## config.mk

```make
export PLATFORM = sky130hd
export DESIGN_NAME = fr_sqrt
export DESIGN_NICKNAME = d
export VERILOG_FILES = /design/src/rtl/fr_sqrt.sv
export SDC_FILE = /design/constraint.sdc
export NUM_CORES = 2
export LEC_CHECK = 0
export ABC_CLOCK_PERIOD_IN_PS = 3700
export BUFFER_PORTS_ARGS = -buffer_cell sky130_fd_sc_hd__buf_2
export CAP_MARGIN = 20
export CORE_MARGIN = 1
export CORE_UTILIZATION = 57
export DETAILED_ROUTE_END_ITERATION = 7
export MAX_ROUTING_LAYER = met4
export PLACE_DENSITY = 0.8
export SLEW_MARGIN = 20
export SYNTH_ARGS = -nofsm -noshare
export SYNTH_HDL_FRONTEND = slang
export SYNTH_SLANG_ARGS = --single-unit
```

## constraint.sdc

```tcl
create_clock -name clk -period 3.7 [get_ports clk]
set_input_delay 0.185 -clock clk [delete_from_list [all_inputs] [get_ports clk]]
set_output_delay 0.185 -clock clk [all_outputs]
set_load 0.1 [all_outputs]
```

## src/rtl/fr_sqrt.sv

```systemverilog
// ----------------------------------------------------------------------------
// fr_sqrt
// Pipelined integer square root, one root bit per stage, with a side word.
// ----------------------------------------------------------------------------
module fr_sqrt #(
  parameter int RB = 31,
  parameter int SW = 1
) (
  input  logic            clk,
  input  logic            rst,
  input  logic            en,
  input  logic            in_valid,
  input  logic [2*RB-1:0] rad_in,
  input  logic [SW-1:0]   side_in,
  output logic            out_valid,
  output logic [RB-1:0]   root,
  output logic [SW-1:0]   side_out
);

  localparam int RW = RB + 2;

  logic [RB:0]     vld;
  logic [RW-1:0]   rem [RB+1];
  logic [RB-1:0]   rt  [RB+1];
  logic [2*RB-1:0] rd  [RB+1];
  logic [SW-1:0]   sd  [RB+1];

  assign vld[0] = in_valid;
  assign rem[0] = '0;
  assign rt[0]  = '0;
  assign rd[0]  = rad_in;
  assign sd[0]  = side_in;

  for (genvar i = 0; i < RB; i++) begin : g_stage
    logic [RW+1:0] t;
    logic [RW+1:0] trial;
    logic [RW+1:0] diff;
    logic          ge;

    always_comb begin
      t     = {rem[i], rd[i][2*RB-1:2*RB-2]};
      trial = (RW+2)'({rt[i], 2'b01});
      diff  = t - trial;
      ge    = t >= trial;
    end

    always_ff @(posedge clk) begin
      if (rst) begin
        vld[i+1] <= 1'b0;
      end else if (en) begin
        vld[i+1] <= vld[i];
      end
      if (en) begin
        rem[i+1] <= ge ? diff[RW-1:0] : t[RW-1:0];
        rt[i+1]  <= {rt[i][RB-2:0], ge};
        rd[i+1]  <= {rd[i][2*RB-3:0], 2'b00};
        sd[i+1]  <= sd[i];
      end
    end
  end

  assign out_valid = vld[RB];
  assign root      = rt[RB];
  assign side_out  = sd[RB];

endmodule

```

==> flow_summary.html <==
<table>
<tr><th>Metric</th><th>Value</th></tr>
<tr><th colspan="2">Routing</th></tr>
<tr><td>Antenna violation net count after detailed routing</td><td>0</td></tr>
<tr><td>Detail-routed via count per cell</td><td>5.758</td></tr>
<tr><td>Detailed Routing Iterations Pass 1</td><td>6</td></tr>
<tr><td>Vias</td><td>68200</td></tr>
<tr><td>Final routed DRC violation total</td><td>0</td></tr>
<tr><td>Initial DRC count</td><td>approximately 5300</td></tr>
<tr><td>Routed wirelength normalized by instance count</td><td>~19 um</td></tr>
<tr><td>Routed wire length</td><td>222.3 mm</td></tr>
<tr><th colspan="2">CTS</th></tr>
<tr><td>Post-CTS clock slew at the launch and capture registers of the worst setup and hold paths</td><td>about 0.060 ns</td></tr>
<tr><td>TritonCTS clock tree</td><td>done</td></tr>
<tr><td>Number of CTS-inserted buffers</td><td>240</td></tr>
<tr><td>Clock Tree Root</td><td>clkbuf_16</td></tr>
<tr><td>Clk sink count</td><td>2430</td></tr>
<tr><td>Buffers from clock root to sink, at most</td><td>3</td></tr>
<tr><td>Clock latency of the later-clocked register in the worst-skew pair</td><td>0.87 ns</td></tr>
<tr><td>Number of H-tree branching levels</td><td>4</td></tr>
<tr><th colspan="2">Yosys</th></tr>
<tr><td>Count of state elements after synthesis</td><td>2430</td></tr>
<tr><td>Cells taking the most area after synthesis</td><td>edfxtp_1 65%, ha_1 5.9%, xor2_1 3.2%, xnor2_1 2.9%, a21oi_1 2.4%</td></tr>
<tr><td>Average cell area after synthesis</td><td>12.98 um2</td></tr>
<tr><td>Number of warning messages in the yosys log</td><td>0</td></tr>
<tr><td>Cells after synthesis</td><td>8593</td></tr>
<tr><td>Post-synth top area cell</td><td>edfxtp_1</td></tr>
<tr><td>Proportion of netlist area held by the largest area contributor</td><td>between 60% and 70%</td></tr>
<tr><td>Post-synth top flop</td><td>edfxtp_1</td></tr>
<tr><td>Proportion of synthesized flip-flops having asynchronous set or reset</td><td>0%</td></tr>
<tr><td>Number of unique standard cell types used by synthesis</td><td>between 90 and 100</td></tr>
<tr><td>Post-synth design cell area</td><td>roughly 110000 um2</td></tr>
<tr><td>Top-count cell post-synth</td><td>edfxtp_1</td></tr>
<tr><td>Top post-synthesis cells by count</td><td>2399 x edfxtp_1, 655 x inv_1, 612 x nor2_1</td></tr>
<tr><td>Nets in the synthesized netlist</td><td>9188</td></tr>
<tr><td>Sequential element share of the synthesized area</td><td>65.13%</td></tr>
<tr><td>Number of enable-type register cells in the synthesized netlist</td><td>2399</td></tr>
<tr><th colspan="2">STA</th></tr>
<tr><td>Share of the clock period used by the worst path after layout</td><td>between 90 and 100%</td></tr>
<tr><td>Worst-Margin Slew</td><td>between 0.8 and 0.9 ns</td></tr>
<tr><td>Final Max Slew Viols</td><td>0</td></tr>
<tr><td>Min Tclk post-route</td><td>3.630 ns</td></tr>
<tr><td>Final hold slack</td><td>between 0.07 and 0.08 ns</td></tr>
<tr><td>Tightest slew margin relative to the limit</td><td>40.97%</td></tr>
<tr><td>Fmax</td><td>0.2755 GHz</td></tr>
<tr><td>Worst Skew</td><td>0.05137 ns</td></tr>
<tr><td>Number of hold violations in the final report</td><td>0</td></tr>
<tr><td>Number of setup violations in the final report</td><td>0</td></tr>
<tr><th colspan="2">Worst hold path</th></tr>
<tr><td>WHS Path Cells</td><td>2</td></tr>
<tr><td>Tightest Hold Check Type</td><td>in -&gt; reg</td></tr>
<tr><th colspan="2">Floorplan</th></tr>
<tr><td>Starting density of the core</td><td>57.33%</td></tr>
<tr><td>Top-level I/O count</td><td>100</td></tr>
<tr><td>Die Ht</td><td>444.4 um</td></tr>
<tr><td>Die width</td><td>444.4 um</td></tr>
<tr><td>Die area</td><td>197500 um2</td></tr>
<tr><td>Core ar.</td><td>194600 um2</td></tr>
<tr><td>Site Rows</td><td>162</td></tr>
<tr><th colspan="2">Final layout</th></tr>
<tr><td>Ant diodes</td><td>0</td></tr>
<tr><td>NumNets Final</td><td>9692</td></tr>
<tr><td>Area growth from synthesis to layout</td><td>12.91%</td></tr>
<tr><td>Count of filler cells inserted in the layout</td><td>14020</td></tr>
<tr><td>Proportion of layout cells with a drive suffix above 1</td><td>~8.7%</td></tr>
<tr><td>Cell area after layout</td><td>126000 um2</td></tr>
<tr><th colspan="2">Worst setup path</th></tr>
<tr><td>Sequence of cells on the critical path</td><td>ha_1 -&gt; nand2_1 -&gt; nor3_1 -&gt; nand4_1 -&gt; o31ai_1 -&gt; nor3_2 -&gt; nand2b_1 -&gt; a311oi_2 -&gt; or4b_1 -&gt; or4_1 -&gt; xnor2_1</td></tr>
<tr><td>Largest driver fanout on the critical path</td><td>2</td></tr>
<tr><td>Critical path buffers and inverters</td><td>0</td></tr>
<tr><td>Largest stage delay, worst path</td><td>0.60 ns</td></tr>
<tr><td>Endpoint class of the critical path</td><td>register</td></tr>
<tr><td>Category of the most critical setup path</td><td>reg -&gt; reg</td></tr>
<tr><td>FF-to-FF setup slack</td><td>~0.070 ns</td></tr>
<tr><td>Source of the critical timing path</td><td>g_stage[9].t[10]$_DFFE_PP_</td></tr>
<tr><td>Crit Reg-Reg Endpoint</td><td>g_stage[10].t[30]$_DFFE_PP_</td></tr>
<tr><td>Stages on the worst setup path</td><td>11</td></tr>
<tr><td>Required time at the worst-slack endpoint</td><td>4.31 ns</td></tr>
<tr><td>Setup crit end</td><td>g_stage[10].t[30]$_DFFE_PP_</td></tr>
<tr><td>Source of the worst register-to-register timing path</td><td>g_stage[9].t[10]$_DFFE_PP_</td></tr>
<tr><td>R2R cell count</td><td>11</td></tr>
<tr><td>Data arrival time at the worst-slack endpoint</td><td>4.24 ns</td></tr>
<tr><td>Worst setup SP type</td><td>register</td></tr>
<tr><td>Crit path max-delay family</td><td>simple AND/OR/NAND/NOR gates</td></tr>
<tr><td>Critical-path cell with the highest stage delay</td><td>or4b_1</td></tr>
<tr><th colspan="2">Global route</th></tr>
<tr><td>Overall global routing resource usage</td><td>22.90%</td></tr>
<tr><td>Largest net degree at the start of global routing</td><td>between 100 and 150</td></tr>
<tr><td>Total congestion overflow</td><td>0</td></tr>
<tr><td>Antenna violations before repair</td><td>0</td></tr>
<tr><td>Via count of the first global-routing pass</td><td>roughly 68000</td></tr>
<tr><td>Global-route wire length before repair</td><td>353.1 mm</td></tr>
<tr><th colspan="2">Placed design</th></tr>
<tr><td>Placed standard-cell area</td><td>between 100000 and 150000 um2</td></tr>
<tr><td>Count of input and output buffers</td><td>99</td></tr>
<tr><td>Placer's final routability congestion estimate</td><td>0.9283</td></tr>
<tr><td>Detailed placement HPWL</td><td>155.8 mm</td></tr>
<tr><th colspan="2">Pwr</th></tr>
<tr><td>Power per Cell Area</td><td>607.4 nW/um2</td></tr>
<tr><td>IR drop worst, VDD</td><td>roughly 630 uV</td></tr>
<tr><td>Leakage power summed over all cells</td><td>48.24 nW</td></tr>
<tr><th colspan="2">Status</th></tr>
<tr><td>Status</td><td>finished, final reports clean</td></tr>
<tr><th colspan="2">Flow run</th></tr>
<tr><td># Max-Cap Violations</td><td>0</td></tr>
</table>
placed cells by master, fill, tap and decap left out, types with 43 or more instances in the layout:
cell / netlist / layout
clkinv_1: 1 / 61
nor2_1: 612 / 612
a21oi_1: 525 / 522
o21a_1: 80 / 80
o21ai_0: 446 / 436
o31ai_1: 59 / 56
clkinv_2: 0 / 45
nand3_1: 140 / 140
or3_1: 81 / 81
ha_1: 528 / 527
edfxtp_1: 2399 / 2399
nor3_1: 220 / 212
or4_1: 63 / 62
buf_2: 8 / 98
a31oi_1: 53 / 47
o21bai_1: 47 / 47
clkbuf_16: 0 / 242
mux2i_1: 48 / 48
dlygate4sd3_1: 0 / 123
xor2_1: 410 / 410
nor2b_1: 70 / 70
nand2_1: 591 / 590
buf_4: 3 / 161
inv_1: 655 / 655
nand2b_1: 105 / 104
xnor2_1: 367 / 367
a21o_1: 206 / 206
or2_2: 43 / 43
nor4_1: 111 / 107
nand4_1: 77 / 77
metrics by stage:
stage          utilization, %  setup WS (ns)  cells  setup TNS [ns]  total power [W]
2_1_floorplan               -         0.2050   8593               0          0.04741
5_1_grt                 64.73      -0.009065  11850        -0.02367          0.08006
3_3_place_gp            59.87        0.02758  11270               0          0.05198
4_1_cts                 64.57       0.005901  11840               0          0.07682
3_5_place_dp            59.87       -0.06557  11270         -0.1604          0.05239
6_report                64.73        0.07047  11850               0          0.07651
layer usage:
layer / GRT usage [%] / share of wire (%)
met5: - / 0
met3: 2.876 / 4.3
met4: 8.916 / 3.9
met2: 39.81 / 51
met1: 27.12 / 41
power breakdown:
part           leakage, nW  internal (W)  switching [W]
sequential            23.3        0.0346        0.00235
clock                 3.83        0.0138         0.0104
combinational         21.1       0.00651        0.00885
flip-flops by register name (all words and copies together), names as in the netlist:
signal         flops
rd               870
sd                30
root              31
g_stage.t       1002
side_out           1
vld               30
out_valid          1
g_stage.trial    465
cells by family (layout without fill, tap and decap cells):
family,Yosys count,count (layout),synth area share (%)
buffers and inverters,810,1519,2.751
other,1,1,0.003361
DFF,2430,2430,65.13
xor gates and xnor gates,777,777,6.100
and+or+nand+nor,2282,2282,10.00
adders and majority gates,528,528,5.922
muxes,94,94,0.8950
AOI/OAI and AO/OA,1671,1672,9.195
cell type report:
type                       instances  area, um2  area share (%)
inverter                         657       2466           1.958
multi-input combinational       5354      36160           28.71
sequential                      2430      72660           57.69
timing repair buffer             414       3576           2.839
tap                             2542       3181           2.525
clock inverter                   166       1728           1.372
clock buffer                     282       6185           4.910
what timing repair did:
item | CTS | global route
hold endpoints to repair | 150 | 0
gates cloned | 0 | 2
gates resized for setup | 1 | 59
hold buffers | 123 | 0
endpoints found under the setup margin | 3 | 217
buffers inserted | 0 | 3
pin swaps | 0 | 9
how the worst min path moves through the flow:
stage | end | slack, ns | from
final | rd[1911]$_DFFE_PP_ | 0.07 | rad_in[49]
after global routing | rd[1899]$_DFFE_PP_ | 0.03 | rad_in[37]
after CTS | rd[1886]$_DFFE_PP_ | 0.002 | rad_in[24]
after detailed placement | rd[1895]$_DFFE_PP_ | 0.36 | rad_in[33]
after global placement | rd[1896]$_DFFE_PP_ | 0.36 | rad_in[34]
after floorplan | out_valid$_SDFFE_PP0P_ | 0.26 | rst
Note: power is estimated with default switching activity, not from simulation.
